--- config.mk ---
export PLATFORM = sky130hd
export DESIGN_NAME = base64_stream_decoder_flat
export DESIGN_NICKNAME = d
export VERILOG_FILES = /design/src/rtl/core/b64_pkg.sv /design/src/rtl/core/b64_char_if.sv /design/src/rtl/core/b64_res_if.sv /design/src/rtl/core/b64_decode.sv /design/src/rtl/core/b64_outq.sv /design/src/rtl/core/base64_stream_decoder.sv /design/src/flat_wrapper.sv
export SDC_FILE = /design/constraint.sdc
export NUM_CORES = 1
export LEC_CHECK = 0
export ABC_AREA = 1
export BUFFER_PORTS_ARGS = -buffer_cell sky130_fd_sc_hd__buf_2
export CORE_ASPECT_RATIO = 1.2
export CORE_MARGIN = 3
export CORE_UTILIZATION = 40
export DETAILED_ROUTE_END_ITERATION = 12
export PLACE_DENSITY = 0.66
export SYNTH_ARGS = -nofsm -noshare
export SYNTH_HDL_FRONTEND = slang
export SYNTH_SLANG_ARGS = --single-unit
--- constraint.sdc ---
create_clock -name clk -period 18 [get_ports clk]
set_clock_uncertainty 0.1 [all_clocks]
set_input_delay 3.6 -clock clk [delete_from_list [all_inputs] [get_ports clk]]
set_output_delay 3.6 -clock clk [all_outputs]
set_load 0.02 [all_outputs]
--- src/rtl/core/b64_pkg.sv ---
// Shared types, constants and the character map of the base64 decoder.
package b64_pkg;

	// Counter width for character, pad and byte counts
	localparam int COUNT_WIDTH = 32;
	// Decoded bytes held back until the end of the string is known
	localparam int HOLD_DEPTH = 2;
	// Results one character can cause at most
	localparam int MAX_RES = HOLD_DEPTH + 1;
	// Entries of the result queue
	localparam int QDEPTH = 4;

	typedef logic [COUNT_WIDTH-1:0] cnt_t;

	localparam cnt_t BYTES_PER_GROUP = cnt_t'(3);

	// Special characters
	localparam logic [7:0] CH_PAD   = 8'h3D; // '='
	localparam logic [7:0] CH_LF    = 8'h0A;
	localparam logic [7:0] CH_CR    = 8'h0D;
	localparam logic [7:0] CH_SPACE = 8'h20;
	localparam logic [7:0] CH_PLUS  = 8'h2B;
	localparam logic [7:0] CH_SLASH = 8'h2F;

	localparam logic [5:0] DIG_PLUS  = 6'd62;
	localparam logic [5:0] DIG_SLASH = 6'd63;

	// Bit offset after reset: no bits in the accumulator yet
	localparam logic signed [3:0] OFF_RESET = -4'sd8;
	localparam logic signed [3:0] OFF_STEP  = 4'sd6;
	localparam logic signed [3:0] OFF_BYTE  = 4'sd8;

	// One result beat
	typedef struct packed {
		logic [7:0] out_byte;
		logic       byte_valid;
		logic       decode_error;
		logic       last_result;
	} res_t;

	// Results of one character, handed to the output queue
	typedef struct packed {
		logic [1:0]         num;
		res_t [MAX_RES-1:0] item;
	} batch_t;

	// Alphabet map: {valid, 6-bit digit}
	function automatic logic [6:0] b64_map(input logic [7:0] c);
		logic [6:0] r;
		r = '0;
		if (c inside {[8'h41:8'h5A]}) begin
			r = {1'b1, 6'(c - 8'h41)};
		end else if (c inside {[8'h61:8'h7A]}) begin
			r = {1'b1, 6'(c - 8'h47)};
		end else if (c inside {[8'h30:8'h39]}) begin
			r = {1'b1, 6'(c + 8'h04)};
		end else if (c == CH_PLUS) begin
			r = {1'b1, DIG_PLUS};
		end else if (c == CH_SLASH) begin
			r = {1'b1, DIG_SLASH};
		end
		return r;
	endfunction

endpackage

--- src/rtl/core/b64_char_if.sv ---
// Input channel: one encoded character per beat.
interface b64_char_if;
	logic       valid;
	logic       ready;
	logic [7:0] char_in;
	logic       end_of_string;

	modport source(output valid, char_in, end_of_string, input ready);
	modport sink(input valid, char_in, end_of_string, output ready);
endinterface

--- src/rtl/core/b64_res_if.sv ---
// Output channel: one decoded result per beat.
interface b64_res_if;
	logic       valid;
	logic       ready;
	logic [7:0] out_byte;
	logic       byte_valid;
	logic       decode_error;
	logic       last_result;

	modport source(output valid, out_byte, byte_valid, decode_error, last_result,
		input ready);
	modport sink(input valid, out_byte, byte_valid, decode_error, last_result,
		output ready);
endinterface

--- src/rtl/core/b64_decode.sv ---
// Input register, decode state and per-character result generation.
module b64_decode import b64_pkg::*; (
	input  logic            clk,
	input  logic            arst_n,
	b64_char_if.sink        char_ch,
	input  logic            room,
	output batch_t          batch
);

	// Input stage
	logic       v_s1;
	logic [7:0] char_s1;
	logic       eos_s1;
	logic       adv;

	// Decode state
	logic [11:0]       acc_q;
	logic signed [3:0] off_q;
	logic [7:0]        held_q [HOLD_DEPTH];
	logic [1:0]        hcnt_q;
	cnt_t              bytes_q;
	cnt_t              chars_q;
	cnt_t              groups_q;
	cnt_t              pad_q;
	logic              err_q;

	// Next-state and result logic
	logic              active, is_pad, is_ws, dig, has_new, err_n, no_cut;
	logic [6:0]        mc;
	logic [11:0]       acc_sh, acc_n;
	logic signed [3:0] off_add, off_n;
	logic [7:0]        nb;
	cnt_t              chars_n, pad_n, bytes_n, groups_n, expected, idx;
	logic [1:0]        np, n;
	logic [7:0]        pend [MAX_RES];
	logic [MAX_RES-1:0] keep;

	assign adv = v_s1 && room;
	assign char_ch.ready = !v_s1 || room;

	// Input register
	always_ff @(posedge clk or negedge arst_n) begin
		if (!arst_n) begin
			v_s1 <= 1'b0;
		end else if (char_ch.ready) begin
			v_s1 <= char_ch.valid;
		end
	end

	always_ff @(posedge clk) begin
		if (char_ch.ready && char_ch.valid) begin
			char_s1 <= char_ch.char_in;
			eos_s1  <= char_ch.end_of_string;
		end
	end

	// Character classification and accumulator step
	always_comb begin
		active  = !err_q;
		mc      = b64_map(char_s1);
		is_pad  = (char_s1 == CH_PAD);
		is_ws   = (char_s1 == CH_LF) || (char_s1 == CH_CR) || (char_s1 == CH_SPACE);
		chars_n = active ? chars_q + cnt_t'(1) : chars_q;
		pad_n   = (active && is_pad) ? pad_q + cnt_t'(1) : pad_q;
		err_n   = err_q || (active && !is_pad && ((pad_q != '0) || (!is_ws && !mc[6])));
		dig     = active && !is_pad && (pad_q == '0) && !is_ws && mc[6];
		acc_sh  = {acc_q[5:0], mc[5:0]};
		off_add = off_q + OFF_STEP;
		has_new = dig && !off_add[3];
		nb      = 8'(acc_sh >> off_add[2:0]);
		acc_n   = dig ? acc_sh : acc_q;
		off_n   = !dig ? off_q : (has_new ? off_add - OFF_BYTE : off_add);
		bytes_n = has_new ? bytes_q + cnt_t'(1) : bytes_q;
		// floor(chars/4)*3 kept running; back to zero when the count wraps
		if (chars_n == '0) begin
			groups_n = '0;
		end else if (active && (chars_n[1:0] == 2'b00)) begin
			groups_n = groups_q + BYTES_PER_GROUP;
		end else begin
			groups_n = groups_q;
		end
	end

	// Results of the current character
	always_comb begin
		batch    = '0;
		np       = hcnt_q + 2'(has_new);
		no_cut   = pad_n > groups_n;
		expected = groups_n - pad_n;
		pend[0]  = (hcnt_q >= 2'd1) ? held_q[0] : nb;
		pend[1]  = (hcnt_q >= 2'd2) ? held_q[1] : nb;
		pend[2]  = nb;
		keep     = '0;
		idx      = '0;
		n        = '0;
		for (int i = 0; i < MAX_RES; i++) begin
			idx     = bytes_n - cnt_t'(np) + cnt_t'(i);
			keep[i] = (2'(i) < np) && (no_cut || (idx < expected));
		end
		if (!eos_s1) begin
			// Oldest held byte pushed out by a new one
			if (has_new && (hcnt_q == 2'(HOLD_DEPTH))) begin
				batch.num     = 2'd1;
				batch.item[0] = '{out_byte: held_q[0], byte_valid: 1'b1,
					decode_error: 1'b0, last_result: 1'b0};
			end
		end else if (err_n) begin
			batch.num     = 2'd1;
			batch.item[0] = '{out_byte: 8'h00, byte_valid: 1'b0,
				decode_error: 1'b1, last_result: 1'b1};
		end else begin
			// Release held and new bytes that fall inside the expected length
			for (int i = 0; i < MAX_RES; i++) begin
				if (keep[i]) begin
					batch.item[n] = '{out_byte: pend[i], byte_valid: 1'b1,
						decode_error: 1'b0, last_result: 1'b0};
					n = n + 2'd1;
				end
			end
			if (n == 2'd0) begin
				batch.num     = 2'd1;
				batch.item[0] = '{out_byte: 8'h00, byte_valid: 1'b0,
					decode_error: 1'b0, last_result: 1'b1};
			end else begin
				batch.num                     = n;
				batch.item[n - 2'd1].last_result = 1'b1;
			end
		end
		if (!adv) begin
			batch.num = 2'd0;
		end
	end

	// Decode state update; end of string returns everything to reset
	always_ff @(posedge clk or negedge arst_n) begin
		if (!arst_n) begin
			acc_q    <= '0;
			off_q    <= OFF_RESET;
			hcnt_q   <= '0;
			bytes_q  <= '0;
			chars_q  <= '0;
			groups_q <= '0;
			pad_q    <= '0;
			err_q    <= 1'b0;
		end else if (adv) begin
			if (eos_s1) begin
				acc_q    <= '0;
				off_q    <= OFF_RESET;
				hcnt_q   <= '0;
				bytes_q  <= '0;
				chars_q  <= '0;
				groups_q <= '0;
				pad_q    <= '0;
				err_q    <= 1'b0;
			end else begin
				acc_q    <= acc_n;
				off_q    <= off_n;
				bytes_q  <= bytes_n;
				chars_q  <= chars_n;
				groups_q <= groups_n;
				pad_q    <= pad_n;
				err_q    <= err_n;
				if (err_n) begin
					hcnt_q <= '0;
				end else if (has_new && (hcnt_q != 2'(HOLD_DEPTH))) begin
					hcnt_q <= hcnt_q + 2'd1;
				end
			end
		end
	end

	// Hold-back bytes
	always_ff @(posedge clk) begin
		if (adv && !eos_s1 && has_new) begin
			if (hcnt_q == 2'(HOLD_DEPTH)) begin
				held_q[0] <= held_q[1];
				held_q[1] <= nb;
			end else begin
				held_q[hcnt_q[0]] <= nb;
			end
		end
	end

`ifndef SYNTHESIS
	a_off_range: assert property (@(posedge clk) disable iff (!arst_n)
		(off_q == -4'sd8) || (off_q == -4'sd6) || (off_q == -4'sd4) || (off_q == -4'sd2))
		else $error("bit offset out of range");
	a_end_gives_result: assert property (@(posedge clk) disable iff (!arst_n)
		adv && eos_s1 |-> (batch.num != 2'd0))
		else $error("end of string without a result");
	a_mid_single: assert property (@(posedge clk) disable iff (!arst_n)
		adv && !eos_s1 |-> (batch.num <= 2'd1))
		else $error("more than one result before end of string");
	a_err_clears_hold: assert property (@(posedge clk) disable iff (!arst_n)
		adv && !eos_s1 && err_n |=> (hcnt_q == 2'd0))
		else $error("held bytes kept after an error");
`endif

endmodule

--- src/rtl/core/b64_outq.sv ---
// Result queue: takes up to three results a cycle, sends one a beat.
module b64_outq import b64_pkg::*; (
	input  logic        clk,
	input  logic        arst_n,
	input  batch_t      batch,
	output logic        room,
	b64_res_if.source   res_ch
);

	res_t       q_q [QDEPTH];
	logic [1:0] head_q;
	logic [1:0] tail_q;
	logic [2:0] cnt_q;
	logic       pop;

	// Room for a full end-of-string batch
	assign room = (cnt_q <= 3'(QDEPTH - MAX_RES));
	assign pop  = (cnt_q != 3'd0) && res_ch.ready;

	assign res_ch.valid        = (cnt_q != 3'd0);
	assign res_ch.out_byte     = q_q[head_q].out_byte;
	assign res_ch.byte_valid   = q_q[head_q].byte_valid;
	assign res_ch.decode_error = q_q[head_q].decode_error;
	assign res_ch.last_result  = q_q[head_q].last_result;

	// Pointers and fill count
	always_ff @(posedge clk or negedge arst_n) begin
		if (!arst_n) begin
			head_q <= '0;
			tail_q <= '0;
			cnt_q  <= '0;
		end else begin
			tail_q <= tail_q + batch.num;
			if (pop) begin
				head_q <= head_q + 2'd1;
			end
			cnt_q <= cnt_q + 3'(batch.num) - 3'(pop);
		end
	end

	// Entry writes
	always_ff @(posedge clk) begin
		for (int j = 0; j < MAX_RES; j++) begin
			if (2'(j) < batch.num) begin
				q_q[tail_q + 2'(j)] <= batch.item[j];
			end
		end
	end

`ifndef SYNTHESIS
	a_no_overflow: assert property (@(posedge clk) disable iff (!arst_n)
		cnt_q <= 3'(QDEPTH))
		else $error("result queue overflow");
	a_push_needs_room: assert property (@(posedge clk) disable iff (!arst_n)
		(batch.num != 2'd0) |-> room)
		else $error("results pushed without room");
	a_err_is_last: assert property (@(posedge clk) disable iff (!arst_n)
		res_ch.valid && res_ch.decode_error |-> res_ch.last_result && !res_ch.byte_valid)
		else $error("error flag on a result that is not the final one");
`endif

endmodule

--- src/rtl/core/base64_stream_decoder.sv ---
// Top level of the streaming base64 decoder.
//
//  channel   dir  payload                                            beat per
//  char_ch   in   char_in[7:0], end_of_string                        character
//  res_ch    out  out_byte[7:0], byte_valid, decode_error, last_result  result
//
// One character enters per cycle while the queue has room; it is decoded
// in the input register and its results go to a four-entry queue.
// A character mid-string gives at most one result; the end-of-string
// character gives up to three, which leave one per beat.
// The input stalls only while the queue holds more than one result.
// arst_n clears the decode state and the queue; no clearing pass is needed.
module base64_stream_decoder import b64_pkg::*; (
	input  logic       clk,
	input  logic       arst_n,
	b64_char_if.sink   char_ch,
	b64_res_if.source  res_ch
);

	batch_t batch;
	logic   room;

	b64_decode u_decode (
		.clk     (clk),
		.arst_n  (arst_n),
		.char_ch (char_ch),
		.room    (room),
		.batch   (batch)
	);

	b64_outq u_outq (
		.clk    (clk),
		.arst_n (arst_n),
		.batch  (batch),
		.room   (room),
		.res_ch (res_ch)
	);

endmodule
--- src/flat_wrapper.sv ---
// flat-port wrapper written by rule: the top's interface ports become plain ports
module base64_stream_decoder_flat import b64_pkg::*;
  (clk, arst_n, char_ch_valid, char_ch_char_in, char_ch_end_of_string, char_ch_ready, res_ch_valid, res_ch_out_byte, res_ch_byte_valid, res_ch_decode_error, res_ch_last_result, res_ch_ready);
  b64_char_if char_ch_i ();
  b64_res_if res_ch_i ();
  input  logic clk;
  input  logic arst_n;
  input wire logic [$bits(char_ch_i.valid)-1:0] char_ch_valid;
  input wire logic [$bits(char_ch_i.char_in)-1:0] char_ch_char_in;
  input wire logic [$bits(char_ch_i.end_of_string)-1:0] char_ch_end_of_string;
  output wire logic [$bits(char_ch_i.ready)-1:0] char_ch_ready;
  output wire logic [$bits(res_ch_i.valid)-1:0] res_ch_valid;
  output wire logic [$bits(res_ch_i.out_byte)-1:0] res_ch_out_byte;
  output wire logic [$bits(res_ch_i.byte_valid)-1:0] res_ch_byte_valid;
  output wire logic [$bits(res_ch_i.decode_error)-1:0] res_ch_decode_error;
  output wire logic [$bits(res_ch_i.last_result)-1:0] res_ch_last_result;
  input wire logic [$bits(res_ch_i.ready)-1:0] res_ch_ready;
  assign char_ch_i.valid = char_ch_valid;
  assign char_ch_i.char_in = char_ch_char_in;
  assign char_ch_i.end_of_string = char_ch_end_of_string;
  assign char_ch_ready = char_ch_i.ready;
  assign res_ch_valid = res_ch_i.valid;
  assign res_ch_out_byte = res_ch_i.out_byte;
  assign res_ch_byte_valid = res_ch_i.byte_valid;
  assign res_ch_decode_error = res_ch_i.decode_error;
  assign res_ch_last_result = res_ch_i.last_result;
  assign res_ch_i.ready = res_ch_ready;
  base64_stream_decoder u_core (.clk(clk), .arst_n(arst_n), .char_ch(char_ch_i), .res_ch(res_ch_i));
endmodule
Word-level counts from Yosys, hierarchy flattened
Memory sizes are Yosys's and may differ from the RTL's.
Cells that the tools add are included.
{"block": "word_totals", "regBits": 158, "latchBits": 0, "mem_bits_rw": 60, "mem_bits_ro": 0, "input_bits": 13, "output_inout_bits": 13, "wordCells": 204, "n_memories": 2}
{"name": "u_core.u_outq.q_q", "words": 4, "width": 11, "rd": 1, "rd_ports_with_merged_regs": 0, "write_ports": 3, "line_no": "b64_outq.sv:10", "text": "res_t q_q [QDEPTH];"}
{"name": "u_core.u_decode.held_q", "words": 2, "width": 8, "rd": 2, "rd_ports_with_merged_regs": 0, "write_ports": 2, "line_no": "b64_decode.sv:19", "text": "logic [7:0] held_q [HOLD_DEPTH];"}
{"block": "op_classes", "addsub": 24, "n_mul": 0, "div_mod_pow": 0, "magnitude_cmp": 25, "n_eq_ne": 8, "n_shift": 1, "muxes": 79, "bitwise_logic": 0, "n_reduce_logical": 51}
{"cell": "32-bit 2-to-1 mux", "count": 9}
{"cell": "33-bit 2-to-1 mux", "count": 6}
{"cell": "32-bit by 1-bit adder with 32-bit output (second input constant)", "count": 4}
{"cell": "33-bit bitwise mux", "count": 3}
{"cell": "11-bit 2-to-1 mux", "count": 9}
{"cell": "32-bit < comparator", "count": 3}
{"cell": "11-bit demux with 2-bit select", "count": 3}
{"cell": "22-bit 2-to-1 mux", "count": 3}
{"cell": "32-bit by 2-bit adder with 32-bit output (second input constant)", "count": 2}
{"cell": "32-bit zero test", "count": 2}
{"cell": "7-bit 2-to-1 mux", "count": 5}
{"cell": "8-bit by 6-bit == test with 1-bit output (second input constant)", "count": 4}
{"cell": "32-bit > comparator", "count": 1}
{"cell": "32-bit nonzero test", "count": 1}
{"cell": "32-bit by 2-bit subtractor with 32-bit output", "count": 1}
{"cell": "32-bit subtractor", "count": 1}
{"cell": "2-bit 2-to-1 mux", "count": 15}
{"cell": "1-bit logical AND", "count": 25}
{"cell": "8-bit 2-to-1 mux", "count": 3}
{"cell": "1-bit 2-to-1 mux", "count": 18}
{"cell": "8-bit by 4-bit == test with 1-bit output (second input constant)", "count": 2}
{"cell": "8-bit by 7-bit greater-or-equal comparator with 1-bit output (second input constant)", "count": 2}
{"cell": "8-bit by 7-bit <= comparator with 1-bit output (second input constant)", "count": 2}
{"cell": "4-bit 2-to-1 mux", "count": 3}
{"cell": "other kinds (31)", "count": 61}

Depth between registers and ports, before layout
Gate-level depths: netlist (run 1).
{"block": "depth", "ltp_word": 33, "depth_mapped": 54, "ltp_nobuf": 53}

By module
A second synthesis (run 1) with hierarchy kept.
{"block": "unflattened", "hier_cells": 3241, "hier_area_um2": 21608.2}
{"module": "b64_decode", "n_inst": 1, "cells_per_inst": 2791, "area_each_um2": 18360.1, "seq_area_each_um2": 4280.4}
{"module": "b64_outq", "n_inst": 1, "cells_per_inst": 450, "area_each_um2": 3248.1, "seq_area_each_um2": 1496.4}

Worst setup path before layout (run 1)
No wires, ideal clock.
{"block": "synth_timing", "kind": "reg-to-reg", "from": "register u_core.u_decode.chars_q[0]", "to": "register u_core.u_outq.cnt_q[2]", "setup_ps": 123, "arrival_ps": 8102, "required_ps": 17777, "setup_slack_ps": 9676, "path_stages_with_launch": 49, "n_path_buf": 1, "synth_period_minus_slack_ps": 8324, "cell_sequence": "dfrtp_1 -> ha_1 -> nand3_1 -> nor2_1 -> nand2_1 -> nor2_1 -> nand2_1 -> nor2_1 -> nand2_1 -> nor4_1 -> xor2_1 -> nand2_1 -> nor3_1 -> nand2_1 -> inv_1 -> buf_2 -> nor2_1 -> ha_1 -> [13 not listed] -> ha_1 -> a21oi_1 -> nor2_1 -> a211oi_1 -> o221ai_1 -> a21oi_1 -> nand2_1 -> a21oi_1 -> ha_1 -> nand3_1 -> nand2_1 -> nand3_1 -> nand2_1 -> ha_1 -> inv_1 -> ha_1 -> fa_1 -> xnor2_1"}
{"block": "synth_via", "elab_chain_cells": 28, "word_cells_on_any_way": 36, "classes_between": "add/sub (6); order compare (4); mux (16); reduce/logical (10)"}
{"item": "start, declared", "line_no": "b64_decode.sv:22", "text": "cnt_t chars_q;"}
{"item": "start signal, assigned", "line_no": "b64_decode.sv:159", "text": "chars_q <= chars_n;"}
{"item": "32-bit by 1-bit adder with 32-bit output", "line_no": "b64_decode.sv:63", "text": "chars_n = active ? chars_q + cnt_t'(1) : chars_q;"}
{"item": "32-bit 2-to-1 mux *", "line_no": "b64_decode.sv:63"}
{"item": "2-bit zero test", "line_no": "b64_decode.sv:77", "text": "end else if (active && (chars_n[1:0] == 2'b00)) begin"}
{"item": "1-bit logical AND", "line_no": "b64_decode.sv:77"}
{"item": "32-bit 2-to-1 mux", "line_no": "b64_decode.sv:77"}
{"item": "32-bit 2-to-1 mux *", "line_no": "b64_decode.sv:75", "text": "if (chars_n == '0) begin"}
{"item": "32-bit subtractor", "line_no": "b64_decode.sv:89", "text": "expected = groups_n - pad_n;"}
{"item": "32-bit < comparator", "line_no": "b64_decode.sv:98", "text": "keep[i] = (2'(i) < np) && (no_cut || (idx < expected));"}
{"item": "[12 not listed]"}
{"item": "2-bit 2-to-1 mux *", "line_no": "b64_decode.sv:100", "text": "if (!eos_s1) begin"}
{"item": "2-bit zero test", "line_no": "b64_decode.sv:120", "text": "if (n == 2'd0) begin"}
{"item": "2-bit 2-to-1 mux *", "line_no": "b64_decode.sv:120"}
{"item": "2-bit 2-to-1 mux *", "line_no": "b64_decode.sv:107", "text": "end else if (err_n) begin"}
{"item": "2-bit 2-to-1 mux *", "line_no": "b64_decode.sv:100"}
{"item": "2-bit 2-to-1 mux *", "line_no": "b64_decode.sv:129", "text": "if (!adv) begin"}
{"item": "3-bit by 2-bit adder with 3-bit output *", "line_no": "b64_outq.sv:37", "text": "cnt_q <= cnt_q + 3'(batch.num) - 3'(pop);"}
{"item": "3-bit by 1-bit subtractor with 3-bit output *", "line_no": "b64_outq.sv:37"}
{"item": "end signal, assigned", "line_no": "b64_outq.sv:37"}
{"item": "end, declared", "line_no": "b64_outq.sv:13", "text": "logic [2:0] cnt_q;"}
Every way passes the cells marked *; elsewhere a longest branch is shown, timed or not. The select of a mux whose other input is x is not followed.
A chain may end at the register's enable or synchronous reset.

==> metrics.cfg, run 1 <==
[outcome]
outcome=completed

[timing]
finalCritPeriodShare_pct=61.3
slew_headroom_pct=25.2
finalHoldViolCount=0
finalSetupViolCount=0
rsz0062_at_grt=no
max_clock_freq_mhz=90.7
slew_viol_final=0
timing.hold.ws_ns=0.382
worst_slew_pin_slew_ns=1.12
setup-tns-final_ns=0
fin_crit_ns=11.03

[worst_setup_path]
crit_type=reg -> reg
cp.arrival_ns=11.13
critPathCaptureType=flop
cp_slowest_cell=a21oi_1
cp_max_fo=30
cpPeakStageDelay_ns=0.67
worstSetupStartpointType=flop
required_ns=18.11

[global_route]
overflow=0
track_usage_pct=22.3
grt_max_degree=93
grt_first_pass_wirelength_um=103000
grt_pass1_vias=19900
antenna_found_initial=0

[power]
vdd_drop_max_v=0.000106
power.density_mw_per_mm2=178
internal_power_mw=1.85
p_seq_share_pct=16.1
swShare_pct=54.9
pwr-share-clk_pct=12.9
p_sw_mw=2.26
pwr-share-comb_pct=71.0
power.leakage_nw=10.9

[floorplan]
rows=92
fp.dieH_um=260
initial_core_util_pct=40.7
fp.coreArea_mm2=0.0528
die_area_mm2=0.0566
io_pins=26
chipWidth_um=218

[logic_synthesis]
synth.ff_latch_count=217
synth-edff-count=69
post-synth-top-count-cell=nand2_1
async_flop_share_pct=68.2
syn_inst=3158
ys_seq_area_share_pct=26.9
ys.flop_type=dfrtp_1
synth_area_leaders=dfrtp_1 (17%), nand2_1 (15%), edfxtp_1 (9.6%)
yosys_warnings=0
yosysTopAreaCell=dfrtp_1
synth_fp_nets=3329
synthesis.area_mm2=0.0215
avgSynthCellArea_um2=6.81
synth.distinct_cells=63
netlist.area_leader.share_pct=17.1
netlist_top_cells_count=nand2_1 (839), inv_1 (350), nor2_1 (320)

[final_layout]
final_cells=3872
final_nets=3318
drive_gt1_share_pct=8.65
diodes=0
area_growth_pct=7.37
utilization_pct=43.7

[clocking]
cts_buffer_depth=3
clk_latency_ns=0.57
cts_buffers=26
cts_sinks=217
htreeDepth=1
cts_tree=done
root_buffer=clkbuf_16
cts_hold_buf=0
cts_setup_buffers=0
clk_pin_slew_ns=0.06
ctsResizeCount=0

[detailed_routing]
drc=0
dr.pass1.iters=5
finalWirelength_um=63500
route.antenna.remaining_nets=0
wl_per_cell_um=16.4
routed_via_density=5.34
dr.first_iter.drc_count=1454
routed-via-count=20700

[placement]
dpl.cell_count=3824
port_buffers=25
place.gp.congestion=0.969
place_hpwl_um=49600

[job]
maxCapViolations=0

[hold_path]
min_path_type=reg -> reg

logic make-up after synthesis:
family,Yosys count,share of synthesized area [%]
AOI/OAI and AO/OA,429,11.4
and+or+nand+nor,1716,36.7
adders and majority gates,158,9.30
buffers and inverters,460,8.48
xor gates and xnor gates,178,7.34
DFF,217,26.9
layer usage:
layer  GRT usage, %  up-vias  wire length (µm)
met1           28.6     9553             27800
met5              0        -                 0
met2           38.4      513             30400
met4           9.28        0              2750
met3           2.02      151              2600
li1               -    10500                 -
worst max-delay path: cells and delay by family, from the launching register on:
family | cells | cell delay, ns
AOI/OAI and AO/OA | 14 | 3.17
xor gates and xnor gates | 2 | 0.50
adders and majority gates | 3 | 0.94
buffers and inverters | 4 | 0.74
DFF | 1 | 0.48
and+or+nand+nor | 22 | 4.72
metrics by stage:
| step | worst slack, ns | total power [mW] | instance area, µm² |
|---|---|---|---|
| CTS | 7.00 | 4.11 | 23100 |
| detailed placement | 7.04 | 3.56 | 22200 |
| global placement | 7.23 | 3.54 | 22200 |
| global route | 5.82 | 4.55 | 23100 |
| finish | 6.97 | 4.11 | 23100 |
| floorplan | 9.68 | 2.87 | 21500 |
registers in the layout, summed over array words and instances (netlist names), 6 cells and up:
name / cells
u_core.u_decode.acc_q: 6
u_core.u_decode.bytes_q: 32
u_core.u_decode.char_s1: 8
u_core.u_decode.chars_q: 32
u_core.u_decode.groups_q: 32
u_core.u_decode.held_q: 16
u_core.u_decode.pad_q: 32
u_core.u_outq.q_q: 44
layout by cell type, fill, tap and decap left out, drive strengths merged, types with 4 or more instances in the layout:
cell	n
a21oi	96
and2	4
buf	34
a211oi	9
nor4	27
nand2	905
nor2	384
inv	385
o21a	10
clkinv	13
nor3	49
dfrtp	147
o221ai	6
or2	8
clkbuf	32
nor4b	4
xor2	154
a21boi	5
edfxtp	69
o21ai	182
o22ai	97
nand3	225
xnor2	24
nand3b	14
nand4	92
ha	155
o21bai	6
layout make-up:
cell class	count	area, µm²
well taps	705	882
flip-flops and latches	217	5780
multi-input cells	2481	13900
inverters	387	1450
fillers	5580	29700
clock buffers	32	703
clock inverters	16	146
repair buffers	34	199
worst paths after layout:
| path | startpoint | slack (ns) | cells past startpoint | end |
|---|---|---|---|---|
| setup reg to reg | u_core.u_decode.err_q | 6.97 | 45 | u_core.u_outq.q_q[2][6] |
| setup / recovery | u_core.u_decode.err_q | 6.97 | 45 | u_core.u_outq.q_q[2][6] |
| hold / removal | u_core.u_decode.off_q[3] | 0.38 | 2 | u_core.u_decode.off_q[3] |
| hold reg to reg | u_core.u_decode.off_q[3] | 0.38 | 2 | u_core.u_decode.off_q[3] |
| max in group asynchronous | arst_n | 13.43 | 2 | u_core.u_decode.chars_q[6] |
| min in group asynchronous | arst_n | 3.01 | 1 | u_core.u_decode.groups_q[3] |
power by group through the flow:
stage / logic [mW] / clock network [mW] / registers (mW)
after floorplan: 2.23 / 0 / 0.635
after global placement: 2.87 / 0 / 0.670
after detailed placement: 2.90 / 0 / 0.669
after CTS: 2.91 / 0.543 / 0.661
after global routing: 3.31 / 0.564 / 0.672
final: 2.92 / 0.530 / 0.662
Power figures use the tool's default switching activity.
==> run 2, diff against run 1 <==
ABC_AREA = 0   (was 1)
PLACE_DENSITY = 0.68   (was 0.66)
clock period = 10.1 ns   (was 18 ns; I/O delays follow)
==> metrics.cfg, run 2 <==
[placement]
port_buffers=25  ; unchanged
place_hpwl_um=42700  ; -14%
place.gp.congestion=0.903  ; -6.9%
dpl.cell_count=3107  ; -19%

[timing]
slew_headroom_pct=18.4  ; -6.8 points
worst_slew_pin_slew_ns=1.22  ; +0.0992 ns
slew_viol_final=0  ; unchanged
timing.hold.ws_ns=0.404  ; +0.0224 ns
finalHoldViolCount=0  ; unchanged
finalSetupViolCount=0  ; unchanged
fin_crit_ns=9.66  ; -1.36 ns
finalCritPeriodShare_pct=95.7  ; +34 points
max_clock_freq_mhz=104  ; +14%
setup-tns-final_ns=0  ; unchanged

[global_route]
busiest_layer=met2
gr-usage-met2_pct=36.5  ; -1.9 points
grtUsageMet1_pct=26.2  ; -2.4 points
antenna_found_initial=1  ; +1
track_usage_pct=20.9  ; -1.4 points
use_met3_pct=1.95  ; -0.073 points
overflow=0  ; unchanged
grt_first_pass_wirelength_um=92400  ; -10%
grt_pass1_vias=18000  ; -9.7%
grt_max_degree=87  ; -6.5%

[final_layout]
final_cells=3158  ; -18%
final_common_cell=nand2_1
largest_register=u_core.u_outq.q_q
diodes=0  ; unchanged
final_nets=2677  ; -19%
final.fill_count=4831  ; -13%
final_cell_mix=nand2_1 (275), o21ai_0 (211), nor2_1 (207)
largest_register_ffs=44  ; unchanged
area_growth_pct=11.4
drive_gt1_share_pct=11.2  ; +2.6 points
utilization_pct=45.4  ; +1.7 points

[detailed_routing]
dr.first_iter.drc_count=1324  ; -8.9%
finalWirelength_um=57100  ; -10%
route.antenna.remaining_nets=0  ; unchanged
wl_per_cell_um=18.1  ; +10%
routed_via_density=5.87  ; +10%
dr.pass1.iters=7  ; +2
routed-via-count=18600  ; -10%
drc=0  ; unchanged

[outcome]
outcome=completed

[power]
swShare_pct=45.6  ; -9.3 points
pwr-share-comb_pct=61.9  ; -9.1 points
internal_power_mw=2.89  ; +56%
pwr-share-clk_pct=17.0  ; +4.1 points
vdd_drop_max_v=0.000313  ; +190%
power.total_mw=5.31  ; +29%
p_seq_share_pct=21.2  ; +5.1 points
power.density_mw_per_mm2=235  ; +32%
power.leakage_nw=9.65  ; -11%
p_sw_mw=2.42  ; +7.4%

[logic_synthesis]
netlist.area_leader.share_pct=18.2  ; +1.1 points
ys.flop_type=dfrtp_1
post-synth-top-count-cell=nand2_1
syn_inst=2467  ; -22%
synthesis.area_mm2=0.0203  ; -5.8%
synth_fp_nets=2638  ; -21%
synth.ff_latch_count=217  ; unchanged
synth-edff-count=69  ; unchanged
yosysTopAreaCell=dfrtp_1
netlist_top_cells_count=nand2_1 (276), nor2_1 (212), o21ai_0 (212)
ys_seq_area_share_pct=28.5  ; +1.7 points
synth.distinct_cells=106  ; +68%
async_flop_share_pct=68.2  ; unchanged
avgSynthCellArea_um2=8.21  ; +21%
yosys_warnings=0  ; unchanged
synth_area_leaders=dfrtp_1 (18%), edfxtp_1 (10%), ha_1 (9.6%)

[worst_setup_path]
cp.arrival_ns=9.99  ; -1.14 ns
cp_slowest_cell=edfxtp_1
cp_max_fo=7  ; -77%
critPathCaptureType=flop
required_ns=10.43  ; -7.68 ns
crit_top_cell=ha_1
crit_type=reg -> reg
cpPeakStageDelay_ns=0.46  ; -0.21 ns
worstSetupStartpointType=flop

[floorplan]
chipWidth_um=211  ; -2.9%
io_pins=26  ; unchanged
initial_core_util_pct=40.8  ; +0.084 points
fp.dieH_um=253  ; -2.9%
die_area_mm2=0.0534  ; -5.7%
fp.coreArea_mm2=0.0497  ; -6.0%
rows=89  ; -3.3%

[clocking]
htreeDepth=1  ; unchanged
cts_sinks=217  ; unchanged
cts_buffers=24  ; -7.7%
clk_pin_slew_ns=0.06  ; about the same
cts_buffer_depth=3  ; unchanged
clk_latency_ns=0.54  ; -0.03 ns
root_buffer=clkbuf_16
cts_tree=done

[hold_path]
min_path_type=reg -> reg

[job]
maxCapViolations=0  ; unchanged

==> run 2: cell types whose count changed after synthesis, sizes merged, moves of 47 or more <==
| cell | delta |
|---|---|
| nand2 | -627 |
| xor2 | -55 |
| a21o | +50 |
| xnor2 | +109 |
| inv | -300 |
| clkbuf | +67 |
| mux2i | +69 |
| nor2 | -172 |
| and3 | +47 |
| nand3 | -143 |
| a21oi | +61 |
| o22ai | -82 |
==> run 2: per-layer routing <==
metal | up-vias | wire length (µm)
li1 | 8998 | -
met1 | 8959 | 24000
met2 | 476 | 28300
met3 | 117 | 2360
met4 | 2 | 2340
met5 | - | 13
==> run 2: final timing paths <==
check                                                start                           to  slack, ns  depth (start not counted)
min in group asynchronous                           arst_n  u_core.u_decode.groups_q[5]       1.44                          1
worst max-delay path            u_core.u_decode.char_s1[1]       u_core.u_outq.cnt_q[2]       0.44                         39
max in group asynchronous                           arst_n     u_core.u_decode.acc_q[3]       7.04                          2
worst min-delay path                u_core.u_outq.cnt_q[0]       u_core.u_outq.cnt_q[0]       0.40                          1
worst min register to register      u_core.u_outq.cnt_q[0]       u_core.u_outq.cnt_q[0]       0.40                          1
worst max register to register  u_core.u_decode.char_s1[1]       u_core.u_outq.cnt_q[2]       0.44                         39
==> run 2: cell type report <==
type                    instances  area (µm²)  share of cell area [%]
repair buffers                145        1100                    4.87
well taps                     637         797                    3.53
inverters                      84         315                    1.40
flip-flops and latches        217        5780                    25.6
multi-input cells            2034       13800                    61.2
clock inverters                 6        85.1                   0.377
clock buffers                  35         693                    3.07
==> run 2: worst max-delay path: cells and delay by family (launching register included) <==
kind	cells	cell delay, ns
muxes	2	0.61
and+or+nand+nor	11	2.24
buffers and inverters	4	0.53
DFF	1	0.46
AOI/OAI and AO/OA	11	2.54
adders and majority gates	8	2.51
xor gates and xnor gates	3	0.55
==> run 2: logic make-up after synthesis <==
family	share of synthesized area, %
buffers and inverters	4.18
muxes	5.19
xor gates and xnor gates	10.2
AOI/OAI and AO/OA	19.6
DFF	28.5
and+or+nand+nor	22.3
adders and majority gates	9.97
==> run 2: metrics by stage <==
| step | worst slack [ns] | cell area (µm²) |
|---|---|---|
| finish | 0.438 | 22600 |
| floorplan | 0.0884 | 20300 |
| detailed placement | -0.0392 | 21600 |
| global route | -0.0554 | 22600 |
| global placement | 0.000176 | 21600 |
| CTS | 0.0431 | 22300 |
==> run 2: timing repair <==
item / in CTS / in global routing
hold buffers: 0 / 0
setup endpoints to repair: 4 / 88
pin swaps: 1 / 9
gates resized for setup: 1 / 40
setup buffers: 1 / 9
==> run 2: power by group through the flow <==
stage          Sequential (mW)  Clock [mW]  Combinational, mW
2_1_floorplan             1.08           0               2.25
3_5_place_dp              1.14           0               3.14
6_report                  1.13       0.900               3.28
3_3_place_gp              1.13           0               3.06
5_1_grt                   1.14       0.952               3.63
4_1_cts                   1.12       0.918               3.17
==> run 3, diff against run 2 <==
HOLD_SLACK_MARGIN = 0.03   (was default)
PLACE_DENSITY = 0.66   (was 0.68)
clock period = 10.07 ns   (was 10.1 ns; I/O delays follow)
==> metrics.cfg, run 3 (synthesized netlist as in run 2, its figures left out) <==
[final_layout]
final.fill_count=4852  ; +0.43%
largest_register_ffs=44  ; unchanged
final_nets=2691  ; +0.52%
final_cell_mix=nand2_1 (275), nor2_1 (210), o21ai_0 (210)
area_growth_pct=12.7
final_common_cell=nand2_1
drive_gt1_share_pct=12.0  ; +0.78 points
multi_input_area_mm2=0.0138  ; about the same
seq_area_mm2=0.00578  ; about the same
largest_register=u_core.u_outq.q_q
final_cells=3178  ; +0.63%

[global_route]
overflow=0  ; unchanged
antenna_found_initial=0  ; -1
grt_pass1_vias=17900  ; -0.57%
grt_first_pass_wirelength_um=92100  ; -0.26%
grt_max_degree=86  ; -1.1%
track_usage_pct=20.9  ; -0.032 points

[detailed_routing]
routed_via_density=5.84  ; -0.54%
wl_per_cell_um=17.9  ; -0.92%
routed-via-count=18600  ; +0.092%
drc=0  ; unchanged
dr.first_iter.drc_count=1454  ; +9.8%
dr.pass1.iters=6  ; -1
route.antenna.remaining_nets=0  ; unchanged
finalWirelength_um=56900  ; -0.29%

[outcome]
outcome=completed

[power]
pwr-share-comb_pct=61.4  ; -0.5 points
internal_power_mw=2.96  ; +2.4%
vdd_drop_max_v=0.000325  ; +4.0%
power.leakage_nw=9.78  ; +1.3%
pwr-share-clk_pct=17.8  ; +0.8 points
p_seq_share_pct=20.8  ; -0.4 points
power.density_mw_per_mm2=238  ; +0.95%
power.total_mw=5.42  ; +2.1%
swShare_pct=45.5  ; -0.16 points
p_sw_mw=2.46  ; +1.7%

[timing]
slew_viol_final=0  ; unchanged
setup-tns-final_ns=0  ; unchanged
slew_headroom_pct=11.6  ; -6.8 points
worst_slew_pin_slew_ns=1.32  ; +0.101 ns
finalSetupViolCount=0  ; unchanged
max_clock_freq_mhz=104  ; +0.47%
worst_slack_ns=0.454  ; +0.0150 ns
finalCritPeriodShare_pct=95.5  ; -0.16 points
finalHoldViolCount=0  ; unchanged
fin_crit_ns=9.62  ; -0.0450 ns

[worst_setup_path]
cpPeakStageDelay_ns=0.44  ; -0.02 ns
critPathTopFamily=compound AO/OA/AOI/OAI gates
required_ns=10.42  ; about the same
reg2reg_to=u_core.u_outq.cnt_q[2]
worstSetupStartpointType=flop
worstReg2RegStart=u_core.u_decode.chars_q[0]
cp_slowest_cell=a221o_1
ff2ff_path_depth=46  ; +18%
crit_top_cell=ha_1
cp_max_fo=6  ; -1
crit_type=reg -> reg
reg2reg_slack_ns=0.45  ; +0.02 ns
cp.arrival_ns=9.97  ; -0.02 ns
path_buf_inv=5  ; +1
critPathCaptureType=flop

[clocking]
cts_sinks=217  ; unchanged
clk_latency_ns=0.57  ; +0.03 ns
cts_hold_buf=0  ; unchanged
cts_buffers=26  ; +8.3%
clk_pin_slew_ns=0.06  ; about the same
cts_tree=done
root_buffer=clkbuf_16
cts_buffer_depth=3  ; unchanged
htreeDepth=1  ; unchanged

[placement]
port_buffers=25  ; unchanged
place.gp.congestion=0.920  ; +1.9%
dp_slack_ns=-0.230  ; -0.191 ns
place_hpwl_um=42200  ; -1.2%
dpl.cell_count=3117  ; +0.32%

[floorplan]
chipWidth_um=211  ; unchanged
fp.dieH_um=253  ; unchanged
io_pins=26  ; unchanged
die_area_mm2=0.0534  ; unchanged
rows=89  ; unchanged
fp.coreArea_mm2=0.0497  ; unchanged
initial_core_util_pct=40.8  ; unchanged

[job]
maxCapViolations=0  ; unchanged

[hold_path]
min_path_type=reg -> reg
whs_path_depth=1  ; unchanged
hp-start=u_core.u_outq.cnt_q[0]
holdPathEnd=u_core.u_outq.cnt_q[0]

run 3: changes by cell type in the layout (fill, tap and decap cells not counted), sizes merged:
cell	delta
clkinvlp	+2
buf	+12
clkinv	+6
diode	+1
inv	-1
run 3: worst max-delay path by stage:
stage	depth (start not counted)	slack (ns)	endpoint	start
after floorplan	36	0.06	u_core.u_outq.q_q[0][0]	u_core.u_decode.char_s1[0]
after global placement	37	0.02	u_core.u_outq.cnt_q[2]	u_core.u_decode.pad_q[0]
after detailed placement	44	-0.23	u_core.u_outq.cnt_q[2]	u_core.u_decode.err_q
after CTS	45	0.02	u_core.u_outq.cnt_q[2]	u_core.u_decode.err_q
after global routing	46	-0.08	u_core.u_outq.cnt_q[2]	u_core.u_decode.chars_q[0]
final	46	0.45	u_core.u_outq.cnt_q[2]	u_core.u_decode.chars_q[0]
run 3: worst reg2reg max path: cells and delay by family, from the launching register on:
| family | cells | cell delay [ns] |
|---|---|---|
| compound gates | 19 | 3.74 |
| xor+xnor | 2 | 0.37 |
| fa+ha+maj | 7 | 1.94 |
| buf+inv | 5 | 0.57 |
| flops | 1 | 0.33 |
| mux | 1 | 0.31 |
| simple gates | 12 | 2.15 |
run 3: repair_timing:
action / 4_1_cts / 5_1_grt
pin swaps: 1 / 12
setup endpoints to repair: 78 / 89
gates resized for setup: 4 / 42
cloned: 0 / 0
setup buffers: 0 / 12
run 3: per-layer routing:
layer	wire (µm)	track usage, %	up-vias
li1	-	-	9041
met1	24300	26.6	8917
met2	28100	37.1	495
met3	2540	1.69	116
met4	1970	7.54	0
met5	0	0	-
run 3: through the flow:
stage	area [µm²]	util (%)	hold slack [ns]
after floorplan	20300	-	0.358
after global placement	21700	43.7	0.379
after detailed placement	21700	43.7	0.383
after CTS	22600	45.4	0.397
after global routing	22800	45.9	0.431
final	22800	45.9	0.398
run 3: layout make-up:
class                   count  area share (%)
repair buffers            157            5.44
clock buffers              35            3.22
well taps                 637            3.49
inverters                  84            1.38
multi-input cells        2034            60.5
clock inverters            13           0.592
flip-flops and latches    217            25.3
diodes                      1          0.0110
run 3: power by group through the flow:
stage	Combinational, mW	Sequential [mW]	Clock, mW
finish	3.33	1.13	0.967
global placement	3.10	1.13	0
detailed placement	3.19	1.14	0
CTS	3.24	1.13	0.989
global route	3.68	1.14	1.02
floorplan	2.25	1.08	0
